File: src/rtl/core/dmd_pkg.sv
// shared types, codes and constants of the distance motion detector
package dmd_pkg;

  // window depths by default
  localparam int DISTANCE_WINDOW_DEFAULT  = 16;
  localparam int DEVIATION_WINDOW_DEFAULT = 16;

  // field widths
  localparam int CM_W    = 9;
  localparam int MM_W    = 13;
  localparam int COUNT_W = 8;
  localparam int DET_W   = 2;

  // configuration port
  localparam int CFG_INDEX_W = 1;
  localparam int CFG_DATA_W  = 13;
  localparam logic [CFG_INDEX_W-1:0] CFG_THRESHOLD = 1'd0;
  localparam logic [CFG_INDEX_W-1:0] CFG_HITS      = 1'd1;
  localparam logic [MM_W-1:0]    THRESHOLD_RESET = 13'd100;
  localparam logic [COUNT_W-1:0] HITS_RESET      = 8'd3;

  // action codes
  localparam logic ACT_READING   = 1'b0;
  localparam logic ACT_LOAD_SKIP = 1'b1;

  // detection state codes
  localparam logic [DET_W-1:0] DET_UNKNOWN  = 2'd0;
  localparam logic [DET_W-1:0] DET_NONE     = 2'd1;
  localparam logic [DET_W-1:0] DET_MOVEMENT = 2'd2;

  typedef struct packed {
    logic               action;
    logic [CM_W-1:0]    distance_cm;
    logic               out_of_range;
    logic [COUNT_W-1:0] skip_count;
  } sample_t;

  typedef struct packed {
    logic               sample_used;
    logic [DET_W-1:0]   detection_state;
    logic               state_changed;
    logic [MM_W-1:0]    mean_distance_mm;
    logic [MM_W-1:0]    mean_deviation_mm;
    logic [COUNT_W-1:0] hit_count;
  } result_t;

endpackage

File: src/rtl/core/dmd_ram.sv
// generic single write port ram with registered read
module dmd_ram #(
  parameter int WIDTH = 13,
  parameter int DEPTH = 16
) (
  input  logic                     clk,
  input  logic                     we,
  input  logic [$clog2(DEPTH)-1:0] waddr,
  input  logic [WIDTH-1:0]         wdata,
  input  logic                     re,
  input  logic [$clog2(DEPTH)-1:0] raddr,
  output logic [WIDTH-1:0]         rdata
);

  logic [WIDTH-1:0] mem [DEPTH];

  // write port
  always_ff @(posedge clk) begin
    if (we) begin
      mem[waddr] <= wdata;
    end
  end

  // registered read, holds while re is low
  always_ff @(posedge clk) begin
    if (re) begin
      rdata <= mem[raddr];
    end
  end

endmodule

File: src/rtl/core/distance_motion_detector_top.sv
// top level of the distance motion detector: skip logic, window rams and hit counter
//
//   channel   direction  handshake                  payload
//   sample    in         sample_valid/sample_ready  sample (sample_t)
//   result    out        result_valid/result_ready  result (result_t)
//   cfg       in         cfg_we                     cfg_index, cfg_data
//
// one sample per cycle unless stalled; samples pass s1 to s6, then the result reg.
// the seven stages advance together; a stalled result register stalls them all, so
// sample_ready follows result_ready while the result register is full.
// each window ram is read one stage before its write, so overlapping accesses never
// meet the same entry for windows of two or more. reset clears control and sums;
// window contents read before being written are never used.
module distance_motion_detector_top
  import dmd_pkg::*;
#(
  parameter int DISTANCE_WINDOW  = DISTANCE_WINDOW_DEFAULT,
  parameter int DEVIATION_WINDOW = DEVIATION_WINDOW_DEFAULT
) (
  input  logic                   clk,
  input  logic                   rst,
  input  logic                   sample_valid,
  output logic                   sample_ready,
  input  sample_t                sample,
  output logic                   result_valid,
  input  logic                   result_ready,
  output result_t                result,
  input  logic                   cfg_we,
  input  logic [CFG_INDEX_W-1:0] cfg_index,
  input  logic [CFG_DATA_W-1:0]  cfg_data
);

  // derived widths
  localparam int D_ADDR_W = $clog2(DISTANCE_WINDOW);
  localparam int V_ADDR_W = $clog2(DEVIATION_WINDOW);
  localparam int D_FILL_W = $clog2(DISTANCE_WINDOW + 1);
  localparam int V_FILL_W = $clog2(DEVIATION_WINDOW + 1);
  localparam int D_SUM_W  = MM_W + D_ADDR_W;
  localparam int V_SUM_W  = MM_W + V_ADDR_W;

  // reciprocals for exact floor division of the sums by the window depth
  localparam int D_SHIFT = D_SUM_W + D_ADDR_W;
  localparam int V_SHIFT = V_SUM_W + V_ADDR_W;
  localparam logic [63:0] D_RECIP_FULL =
      ((64'd1 << D_SHIFT) + 64'(DISTANCE_WINDOW) - 64'd1) / 64'(DISTANCE_WINDOW);
  localparam logic [63:0] V_RECIP_FULL =
      ((64'd1 << V_SHIFT) + 64'(DEVIATION_WINDOW) - 64'd1) / 64'(DEVIATION_WINDOW);
  localparam logic [D_SUM_W:0] D_RECIP = D_RECIP_FULL[D_SUM_W:0];
  localparam logic [V_SUM_W:0] V_RECIP = V_RECIP_FULL[V_SUM_W:0];
  localparam int D_PROD_W = 2 * D_SUM_W + 1;
  localparam int V_PROD_W = 2 * V_SUM_W + 1;

  localparam logic [D_FILL_W-1:0] D_FULL     = D_FILL_W'(DISTANCE_WINDOW);
  localparam logic [D_FILL_W-1:0] D_NEARFULL = D_FILL_W'(DISTANCE_WINDOW - 1);
  localparam logic [V_FILL_W-1:0] V_FULL     = V_FILL_W'(DEVIATION_WINDOW);
  localparam logic [V_FILL_W-1:0] V_NEARFULL = V_FILL_W'(DEVIATION_WINDOW - 1);
  localparam logic [D_ADDR_W-1:0] D_LAST     = D_ADDR_W'(DISTANCE_WINDOW - 1);
  localparam logic [V_ADDR_W-1:0] V_LAST     = V_ADDR_W'(DEVIATION_WINDOW - 1);

  // configuration registers
  logic [MM_W-1:0]    deviation_threshold_mm;
  logic [COUNT_W-1:0] hits_required;

  always_ff @(posedge clk) begin
    if (rst) begin
      deviation_threshold_mm <= THRESHOLD_RESET;
      hits_required          <= HITS_RESET;
    end else if (cfg_we) begin
      unique case (cfg_index)
        CFG_THRESHOLD: deviation_threshold_mm <= cfg_data[MM_W-1:0];
        CFG_HITS:      hits_required          <= cfg_data[COUNT_W-1:0];
        default: ;
      endcase
    end
  end

  // pipeline advance and input transfer
  logic advance;
  logic accept;

  assign advance      = !result_valid || result_ready;
  assign sample_ready = advance;
  assign accept       = sample_valid && sample_ready;

  // control state decided at transfer time
  logic [COUNT_W-1:0]  skip_left;
  logic [D_FILL_W-1:0] distance_fill;
  logic [D_ADDR_W-1:0] distance_slot;
  logic [V_FILL_W-1:0] deviation_fill;
  logic [V_ADDR_W-1:0] deviation_slot;

  logic [COUNT_W-1:0]  skip_next;
  logic                take;
  logic                d_full;
  logic                d_mean;
  logic                v_full;
  logic                used;
  logic [MM_W-1:0]     mm;

  always_comb begin
    skip_next = (skip_left != '0) ? skip_left - COUNT_W'(1) : skip_left;
    take      = (sample.action == ACT_READING) && (skip_next == '0) && !sample.out_of_range;
    d_full    = (distance_fill == D_FULL);
    d_mean    = take && (d_full || distance_fill == D_NEARFULL);
    v_full    = (deviation_fill == V_FULL);
    used      = d_mean && (v_full || deviation_fill == V_NEARFULL);
    // times ten as shift and add
    mm = (MM_W'(sample.distance_cm) << 3) + (MM_W'(sample.distance_cm) << 1);
  end

  always_ff @(posedge clk) begin
    if (rst) begin
      skip_left      <= '0;
      distance_fill  <= '0;
      distance_slot  <= '0;
      deviation_fill <= '0;
      deviation_slot <= '0;
    end else if (accept) begin
      if (sample.action == ACT_LOAD_SKIP) begin
        skip_left <= sample.skip_count;
      end else begin
        skip_left <= skip_next;
      end
      if (take) begin
        if (!d_full) begin
          distance_fill <= distance_fill + D_FILL_W'(1);
        end
        distance_slot <= (distance_slot == D_LAST) ? '0 : distance_slot + D_ADDR_W'(1);
      end
      if (d_mean) begin
        if (!v_full) begin
          deviation_fill <= deviation_fill + V_FILL_W'(1);
        end
        deviation_slot <= (deviation_slot == V_LAST) ? '0 : deviation_slot + V_ADDR_W'(1);
      end
    end
  end

  // distance window ram: read at transfer, written one stage later
  logic [MM_W-1:0]     d_old;
  logic                d_we;
  logic [D_ADDR_W-1:0] s1_dslot;
  logic [MM_W-1:0]     s1_mm;

  dmd_ram #(
    .WIDTH (MM_W),
    .DEPTH (DISTANCE_WINDOW)
  ) u_distance_ram (
    .clk   (clk),
    .we    (d_we),
    .waddr (s1_dslot),
    .wdata (s1_mm),
    .re    (accept && take),
    .raddr (distance_slot),
    .rdata (d_old)
  );

  // pipeline valid bits
  logic s1_valid, s2_valid, s3_valid, s4_valid, s5_valid, s6_valid;

  always_ff @(posedge clk) begin
    if (rst) begin
      s1_valid <= 1'b0;
      s2_valid <= 1'b0;
      s3_valid <= 1'b0;
      s4_valid <= 1'b0;
      s5_valid <= 1'b0;
      s6_valid <= 1'b0;
    end else if (advance) begin
      s1_valid <= accept;
      s2_valid <= s1_valid;
      s3_valid <= s2_valid;
      s4_valid <= s3_valid;
      s5_valid <= s4_valid;
      s6_valid <= s5_valid;
    end
  end

  // stage 1: distance sum update
  logic                s1_take, s1_dfull, s1_dmean, s1_vfull, s1_used;
  logic [V_ADDR_W-1:0] s1_vslot;
  logic [D_SUM_W-1:0]  distance_sum;
  logic [D_SUM_W-1:0]  distance_sum_next;

  assign d_we = advance && s1_valid && s1_take;

  always_comb begin
    distance_sum_next = distance_sum;
    if (s1_take) begin
      distance_sum_next = distance_sum - (s1_dfull ? D_SUM_W'(d_old) : '0) + D_SUM_W'(s1_mm);
    end
  end

  always_ff @(posedge clk) begin
    if (rst) begin
      distance_sum <= '0;
    end else if (d_we) begin
      distance_sum <= distance_sum_next;
    end
  end

  // stage 2: distance mean product
  logic                s2_dmean, s2_vfull, s2_used;
  logic [V_ADDR_W-1:0] s2_vslot;
  logic [MM_W-1:0]     s2_mm;
  logic [D_SUM_W-1:0]  s2_sum;
  logic                s2_vwrite;

  // stage 3: distance mean, absolute deviation, deviation ram read
  logic                s3_dmean, s3_vwrite, s3_vfull, s3_used;
  logic [V_ADDR_W-1:0] s3_vslot;
  logic [MM_W-1:0]     s3_mm;
  logic [D_PROD_W-1:0] s3_prod;
  logic [MM_W-1:0]     last_mean_distance;
  logic [MM_W-1:0]     mean_calc;
  logic [MM_W-1:0]     mean_dist;
  logic [MM_W-1:0]     dev;

  always_comb begin
    mean_calc = s3_prod[D_SHIFT +: MM_W];
    mean_dist = s3_dmean ? mean_calc : last_mean_distance;
    dev       = (s3_mm > mean_calc) ? s3_mm - mean_calc : mean_calc - s3_mm;
  end

  always_ff @(posedge clk) begin
    if (rst) begin
      last_mean_distance <= '0;
    end else if (advance && s3_valid && s3_dmean) begin
      last_mean_distance <= mean_calc;
    end
  end

  // stage 4: deviation sum update
  logic                s4_vwrite, s4_vfull, s4_used;
  logic [V_ADDR_W-1:0] s4_vslot;
  logic [MM_W-1:0]     s4_dev;
  logic [MM_W-1:0]     s4_mean_dist;
  logic [MM_W-1:0]     v_old;
  logic                v_we;
  logic [V_SUM_W-1:0]  deviation_sum;
  logic [V_SUM_W-1:0]  deviation_sum_next;

  // deviation window ram: read in stage 3, written in stage 4
  dmd_ram #(
    .WIDTH (MM_W),
    .DEPTH (DEVIATION_WINDOW)
  ) u_deviation_ram (
    .clk   (clk),
    .we    (v_we),
    .waddr (s4_vslot),
    .wdata (s4_dev),
    .re    (advance && s3_valid && s3_vwrite),
    .raddr (s3_vslot),
    .rdata (v_old)
  );

  assign v_we = advance && s4_valid && s4_vwrite;

  always_comb begin
    deviation_sum_next = deviation_sum;
    if (s4_vwrite) begin
      deviation_sum_next = deviation_sum - (s4_vfull ? V_SUM_W'(v_old) : '0)
                           + V_SUM_W'(s4_dev);
    end
  end

  always_ff @(posedge clk) begin
    if (rst) begin
      deviation_sum <= '0;
    end else if (v_we) begin
      deviation_sum <= deviation_sum_next;
    end
  end

  // stage 5: deviation mean product
  logic               s5_used;
  logic [MM_W-1:0]    s5_mean_dist;
  logic [V_SUM_W-1:0] s5_sum;

  // stage 6: hit counter and detection state
  logic                s6_used;
  logic [MM_W-1:0]     s6_mean_dist;
  logic [V_PROD_W-1:0] s6_prod;
  logic [MM_W-1:0]     last_mean_deviation;
  logic [COUNT_W-1:0]  hit_counter;
  logic [DET_W-1:0]    present_state;
  logic [DET_W-1:0]    prior_state;
  logic [MM_W-1:0]     mean_dev;
  logic [COUNT_W-1:0]  hit_next;
  logic [DET_W-1:0]    present_next;
  logic [DET_W-1:0]    prior_next;

  always_comb begin
    mean_dev     = s6_used ? s6_prod[V_SHIFT +: MM_W] : last_mean_deviation;
    hit_next     = hit_counter;
    present_next = present_state;
    prior_next   = prior_state;
    if (s6_used) begin
      if (mean_dev >= deviation_threshold_mm && hit_counter < hits_required) begin
        hit_next = hit_counter + COUNT_W'(1);
      end else if (mean_dev <= deviation_threshold_mm && hit_counter != '0) begin
        hit_next = hit_counter - COUNT_W'(1);
      end
      if (hit_next >= hits_required) begin
        prior_next   = present_state;
        present_next = DET_MOVEMENT;
      end else if (hit_next == '0) begin
        prior_next   = present_state;
        present_next = DET_NONE;
      end
    end
  end

  always_ff @(posedge clk) begin
    if (rst) begin
      last_mean_deviation <= '0;
      hit_counter         <= '0;
      present_state       <= DET_UNKNOWN;
      prior_state         <= DET_UNKNOWN;
      result_valid        <= 1'b0;
    end else if (advance) begin
      result_valid <= s6_valid;
      if (s6_valid) begin
        last_mean_deviation <= mean_dev;
        hit_counter         <= hit_next;
        present_state       <= present_next;
        prior_state         <= prior_next;
      end
    end
  end

  // pipeline payload registers
  always_ff @(posedge clk) begin
    if (advance) begin
      s1_take  <= take;
      s1_dfull <= d_full;
      s1_dmean <= d_mean;
      s1_vfull <= v_full;
      s1_used  <= used;
      s1_dslot <= distance_slot;
      s1_vslot <= deviation_slot;
      s1_mm    <= mm;

      s2_dmean  <= s1_dmean;
      s2_vwrite <= s1_dmean;
      s2_vfull  <= s1_vfull;
      s2_used   <= s1_used;
      s2_vslot  <= s1_vslot;
      s2_mm     <= s1_mm;
      s2_sum    <= distance_sum_next;

      s3_dmean  <= s2_dmean;
      s3_vwrite <= s2_vwrite;
      s3_vfull  <= s2_vfull;
      s3_used   <= s2_used;
      s3_vslot  <= s2_vslot;
      s3_mm     <= s2_mm;
      s3_prod   <= D_PROD_W'(s2_sum) * D_PROD_W'(D_RECIP);

      s4_vwrite    <= s3_vwrite;
      s4_vfull     <= s3_vfull;
      s4_used      <= s3_used;
      s4_vslot     <= s3_vslot;
      s4_dev       <= dev;
      s4_mean_dist <= mean_dist;

      s5_used      <= s4_used;
      s5_mean_dist <= s4_mean_dist;
      s5_sum       <= deviation_sum_next;

      s6_used      <= s5_used;
      s6_mean_dist <= s5_mean_dist;
      s6_prod      <= V_PROD_W'(s5_sum) * V_PROD_W'(V_RECIP);

      result.sample_used       <= s6_used;
      result.detection_state   <= present_next;
      result.state_changed     <= (present_next != prior_next);
      result.mean_distance_mm  <= s6_mean_dist;
      result.mean_deviation_mm <= mean_dev;
      result.hit_count         <= hit_next;
    end
  end

endmodule
File: config.mk
export PLATFORM = sky130hd
export DESIGN_NAME = distance_motion_detector_top
export DESIGN_NICKNAME = d
export VERILOG_FILES = /design/src/rtl/core/dmd_pkg.sv /design/src/rtl/core/dmd_ram.sv /design/src/rtl/core/distance_motion_detector_top.sv
export SDC_FILE = /design/constraint.sdc
export NUM_CORES = 1
export LEC_CHECK = 0
export BUFFER_PORTS_ARGS = -buffer_cell sky130_fd_sc_hd__buf_2
export CAP_MARGIN = 10
export CORE_MARGIN = 2
export CORE_UTILIZATION = 60
export DETAILED_ROUTE_END_ITERATION = 7
export HOLD_SLACK_MARGIN = 0.1
export PLACE_DENSITY = 0.88
export SKIP_CTS_REPAIR_TIMING = 1
export SLEW_MARGIN = 5
export SYNTH_ARGS = -nofsm -noshare
export SYNTH_HDL_FRONTEND = slang
export SYNTH_SLANG_ARGS = --single-unit
File: constraint.sdc
create_clock -name clk -period 30.1 [get_ports clk]
set_clock_uncertainty 0.05 [all_clocks]
set_input_delay 9.03 -clock clk [delete_from_list [all_inputs] [get_ports clk]]
set_output_delay 9.03 -clock clk [all_outputs]
set_load 0.005 [all_outputs]
# Word-level counts from Yosys, hierarchy flattened
# Memories as Yosys holds them, arrays and structs flattened. A register that Yosys moved wholly into a read port is not among the register bits.
# Cells that the tools add are included.
# Widths: inputs -> output; s select.
[classes] muxes=25 n_reduce_logical=30 magnitude_cmp=5 n_eq_ne=7 add_sub_neg=14 bitwise=4
[ops] cell="$mux 13" n=5
[ops] cell="$mux 8" n=6
[ops] cell="$add 17x13->17" n=2
[ops] cell="$mux 17" n=2
[ops] cell="$sub 17x13->17" n=2
[ops] cell="$sub 13x13->13" n=2
[ops] cell="$logic_not 8->1" n=2
[ops] cell="$reduce_bool 8->1" n=2
[ops] cell="$sub 8x1->8 const B" n=2
[ops] cell="$logic_and 1x1->1" n=14
[ops] cell="$add 12x10->13" n=1
[ops] cell="$ge 13x13->1" n=1
[ops] cell="$gt 13x13->1" n=1
[ops] cell="$le 13x13->1" n=1
[ops] cell="$mux 2" n=6
[ops] cell="$add 5x1->5 const B" n=2
[ops] cell="$eq 5x4->1 const B" n=2
[ops] cell="$eq 5x5->1 const B" n=2
[ops] cell="$reduce_and 2->1" n=5
[ops] cell="$add 4x1->4 const B" n=2
[ops] cell="$add 8x1->8 const B" n=1
[ops] cell="$eq 4x4->1 const B" n=2
[ops] cell="$ge 8x8->1" n=1
[ops] cell="$lt 8x8->1" n=1
[ops] cell="other kinds (7)" n=18
[totals] n_memories=2 inputBits=38 ff_bits=359 wordCells=146 output_inout_bits=40 ram_bits=416
[memory_table] name="u_deviation_ram.mem" words=16 word_bits=13 rd=1 rd_clocked_by_memory_dff=1 write_ports=1 line="dmd_ram.sv:15" rtl="logic [WIDTH-1:0] mem [DEPTH];"
[memory_table] name="u_distance_ram.mem" words=16 word_bits=13 rd=1 rd_clocked_by_memory_dff=1 write_ports=1 line="dmd_ram.sv:15"

# Logic depth before layout (Yosys ltp)
[depth] ltp_word=11 mapped_depth=23 depth_no_buf=20

# Modules after synthesis
# Synthesis repeated with hierarchy kept, for this count alone.
[unflattened] cells_unflattened=2325 area_unflattened_um2=33717.3
[by_module_without_submodules] module="distance_motion_detector_top" area_each_um2=16971.3 cells_per_inst=1615 instances=1 seq_area_each_um2=8948.6
[by_module_without_submodules] module="dmd_ram" area_each_um2=8373.0 cells_per_inst=355 instances=2 seq_area_each_um2=6636.4

# Worst setup path after synthesis
# No wires, ideal clock.
[synth_path] path_kind="in2out" startpoint="in result_ready" endpoint="out sample_ready" arrival_time_ns=15.343 n_path_buf=2 t_required_ns=21.020 stages=4 setup_slack_ns=5.677 cell_sequence="nor2b_1 clkbuf_1 inv_1 clkbuf_1"
[synth_between] elab_chain_cells=1
[synth_rtl] item="start: declaration" line="distance_motion_detector_top.sv:26" rtl="input logic result_ready,"
[synth_rtl] item="$logic_or 1x1->1" line="distance_motion_detector_top.sv:81" rtl="assign advance = !result_valid || result_ready;"
[synth_rtl] item="end: declaration" line="distance_motion_detector_top.sv:23" rtl="output logic sample_ready,"
# No other way between the ends.

# Worst setup path after layout
# Ends and elaborated chain as after synthesis.

==> impl_metrics.csv <==
group,metric,value,unit
outcome,outcome,"finished clean",
critical_path,crit_chain,"buf_2 -> nor2b_1 -> inv_8 -> buf_2",
power_and_ir_drop,ir_drop,0.0507,mV
finish,utilization,0.673,
critical_path,crit_path_end_kind,"output port",
die,placementRows,86,
logic_synthesis,avgSynthCellArea,14.2,um^2
die,coreArea,54800,um^2
timing,rsz0062_at_grt,"no",
logic_synthesis,mappedNetlistArea,33100,um^2
critical_path,crit_family,"buffers and inverters",
detailed_routing,wl_per_cell,22.8,um
timing,setup_viol_count_final,0,
hold_path,min_path_cells,0,
clocking,cts_buffers,76,
clocking,path_clk_slew,0.06,ns
timing,hold_viol,0,
clocking,ctsLongestPathBuffers,3,
detailed_routing,ant_nets,0,
finish,finalInstanceArea,36800,um^2
place,portBuffers,77,
logic_synthesis,ys_async_sr_fraction,0,
global_routing,grt_pass1_vias,20200,
detailed_routing,wl,72.7,mm
timing,drv_slew,0,
place,gp_congestion,0.876,
critical_path,crit_cells,4,
global_routing,grt_usage,0.260,
timing,setup_tns,0,ns
logic_synthesis,yosysSeqAreaShare,0.656,
critical_path,critPathMaxStageDelay,0.61,ns
place,placed_cell_area,34300,um^2
critical_path,rr_startpoint,"s6_used$_DFFE_PN_",
timing,whs,0.365,ns
detailed_routing,drt-initial-drc-count,1979,
clocking,numClockSinks,764,
die,initial_core_util,0.604,
clocking,htree_levels,3,
critical_path,setup.worst_path.start,"result_ready",
clocking,clockRootBuffer,"clkbuf_16",
timing,worstMarginPinSlew,1.18,ns
finish,nets,2596,
logic_synthesis,synth_edf_count,639,
critical_path,critPathKind,"in2out",
global_routing,antenna_found_initial,0,
die,dieArea,57000,um^2
critical_path,cp_data_required_time,21.02,ns
critical_path,crit_buf_inv,3,
logic_synthesis,synth_seq_cells,764,
die,die_w,239,um
logic_synthesis,synthFlopType,"edfxtp_1",
global_routing,grt_start_max_net_pins,97,
logic_synthesis,netlist_instances,2333,
detailed_routing,dr_total_vias,19600,
critical_path,reg2reg_to,"result[34]$_DFFE_PN_",
critical_path,rr_worst_depth,21,
global_routing,grt_overflow,0,
critical_path,critPathLaunchType,"input pin",
critical_path,path_max_fanout,73,
timing,slew_headroom,0.209,
detailed_routing,vias_per_cell,6.14,
run,drv_cap,0,
finish,drive_gt1_frac,0.152,
critical_path,r2r_setup_slack,23.78,ns
logic_synthesis,synth_nets,2501,
clocking,clk_latency,0.62,ns
power_and_ir_drop,p_leak,13.5,nW
timing,min_period_over_period,0.646,
global_routing,grt_pass1_wl,113,mm
logic_synthesis,yosys_warnings,0,
finish,nFillCells,3435,
power_and_ir_drop,power,0.00257,W
timing,fin_crit,19.46,ns
detailed_routing,dr.pass1.iters,5,
critical_path,crit_arrival,10.38,ns
finish,synthToLayoutAreaGrowth,11.4,%
die,die_h,239,um
place,dp_hpwl,44.6,mm
die,ios,78,
critical_path,slowest_stage,"nor2b_1",
logic_synthesis,ys_types,73,
hold_path,hold_path.class,"reg2reg",
detailed_routing,drc_errors,0,
clocking,cts_tree,"built",
critical_path,endpoint,"sample_ready",
power_and_ir_drop,power.density,69.8,nW/um^2
critical_path,cpMostUsedCell,"buf_2",
timing,fmax,0.0514,GHz
finish,antenna_cells,0,
layout make-up:
type	instances	area [um^2]	share of cell area
sequential	764	21700	0.589
clock inverter	36	492	0.0133
clock buffer	98	2090	0.0567
timing repair buffer	115	673	0.0183
tap	704	881	0.0239
inverter	180	683	0.0185
multi-input combinational	1291	10300	0.280
per-layer routing:
| layer | GRT usage | part of all wire |
|---|---|---|
| met2 | 0.452 | 0.51 |
| met1 | 0.323 | 0.38 |
| met5 | 0 | 0 |
| met4 | 0.116 | 0.044 |
| met3 | 0.0398 | 0.058 |
Yosys cell counts, types with 4 or more instances:
cell type	n	share of area
a22oi_1	12	0.0027
nor3_1	31	0.0047
a211oi_1	18	0.0041
clkbuf_1	76	0.0086
a21oi_1	138	0.021
ha_1	101	0.038
or3_1	16	0.0030
o21bai_1	13	0.0030
o21ai_0	73	0.011
a21boi_0	4	0.00091
buf_1	16	0.0018
o211ai_1	5	0.0011
fa_1	29	0.018
xor2_1	28	0.0074
nand3b_1	6	0.0014
nand2_1	201	0.023
dfxtp_1	125	0.076
nor2b_1	15	0.0028
nor2_1	130	0.015
nand4_1	16	0.0030
mux4_2	89	0.061
nand2b_1	22	0.0042
mux2i_1	74	0.022
and2_1	38	0.0072
o21a_1	5	0.0011
or2_2	4	0.00076
nand3_1	32	0.0048
nor4_1	6	0.0011
mux2_2	39	0.013
edfxtp_1	639	0.58
a221oi_1	14	0.0037
a31oi_1	7	0.0013
xnor2_1	43	0.011
o31ai_1	7	0.0016
and3_1	13	0.0025
inv_1	180	0.020
a21o_1	20	0.0045
sequential cells by signal (all words and copies together), names as in the netlist, 12 cells and up, named ones only:
signal and cells:
u_deviation_ram.rdata 13, s6_prod 13, s4_mean_dist 13, distance_sum 13
u_distance_ram.mem 192, last_mean_deviation 13, u_distance_ram.rdata 12, s2_sum 13
s1_mm 12, s6_mean_dist 13, deviation_threshold_mm 13, s2_mm 12
s4_dev 13, deviation_sum 13, s3_mm 12, s5_sum 13
s5_mean_dist 13, u_deviation_ram.mem 208, result 38, last_mean_distance 13
s3_prod 13
worst reg2reg max path, cell delays in order, from the launching register on:
cell,delay (ns)
edfxtp_1,0.34
buf_4,0.34
mux2_2,0.43
ha_1,0.32
nand4_1,0.17
nor4_1,0.14
nor4_1,0.46
nand3_1,0.51
o21ai_0,0.47
nand2_1,0.17
xnor2_1,0.21
ha_1,0.25
nand2b_1,0.14
a21o_1,0.18
a21oi_1,0.17
nor2b_1,0.06
o21ai_0,0.18
a21oi_1,0.10
o31ai_1,0.94
nand4_1,0.17
a21oi_1,0.20
nor3_1,0.07
worst min-delay path by stage:
stage / start / slack (ns) / end
floorplan: s6_mean_dist[0]$_DFFE_PN_ / 0.35 / result[21]$_DFFE_PN_
global placement: s2_mm[6]$_DFFE_PN_ / 0.35 / s3_mm[6]$_DFFE_PN_
detailed placement: s6_mean_dist[12]$_DFFE_PN_ / 0.35 / result[33]$_DFFE_PN_
CTS: s5_mean_dist[10]$_DFFE_PN_ / 0.36 / s6_mean_dist[10]$_DFFE_PN_
global route: s1_vfull$_DFFE_PN_ / 0.37 / s2_vfull$_DFFE_PN_
finish: s6_mean_dist[12]$_DFFE_PN_ / 0.36 / result[33]$_DFFE_PN_
power breakdown:
part | switching, W | internal, W
registers | 0.0000642 | 0.00122
clock network | 0.000399 | 0.000587
logic | 0.000181 | 0.000126
kinds of logic after synthesis:
logic type,share of synthesized area
multiplexers,0.0963
flip-flops,0.656
adder cells (fa/ha/maj),0.0558
XOR/XNOR,0.0188
AO/OA/AOI/OAI,0.0641
AND/OR/NAND/NOR,0.0768
buffers and inverters,0.0324
through the flow:
step	instances	setup slack [ns]
after global placement	3053	10.68
final	3188	10.64
after floorplan	2333	5.68
after global routing	3188	10.51
after CTS	3187	10.62
after detailed placement	3053	10.61
placed cells by master (no fill, tap or decap), types with 7 or more instances in the layout:
master	synthesis	layout
mux4_2	89	89
a211oi_1	18	18
and2_1	38	38
nand2b_1	22	22
buf_4	1	39
o31ai_1	7	7
fa_1	29	29
edfxtp_1	639	639
o21ai_0	73	73
clkbuf_1	76	15
nand4_1	16	16
and3_1	13	13
a21o_1	20	20
o21bai_1	13	13
a22oi_1	12	12
nand2_1	201	201
dfxtp_1	125	124
a221oi_1	14	14
xnor2_1	43	43
nor2b_1	15	15
buf_2	2	76
or3_1	16	16
inv_1	180	179
nor2_1	130	130
clkinv_1	0	8
a21oi_1	138	138
nor3_1	31	27
clkbuf_16	0	79
bufinv_16	0	11
a31oi_1	7	7
xor2_1	28	28
nand3_1	32	32
mux2i_1	74	74
mux2_2	39	39
ha_1	101	101
(Power assumes the default switching activity.)
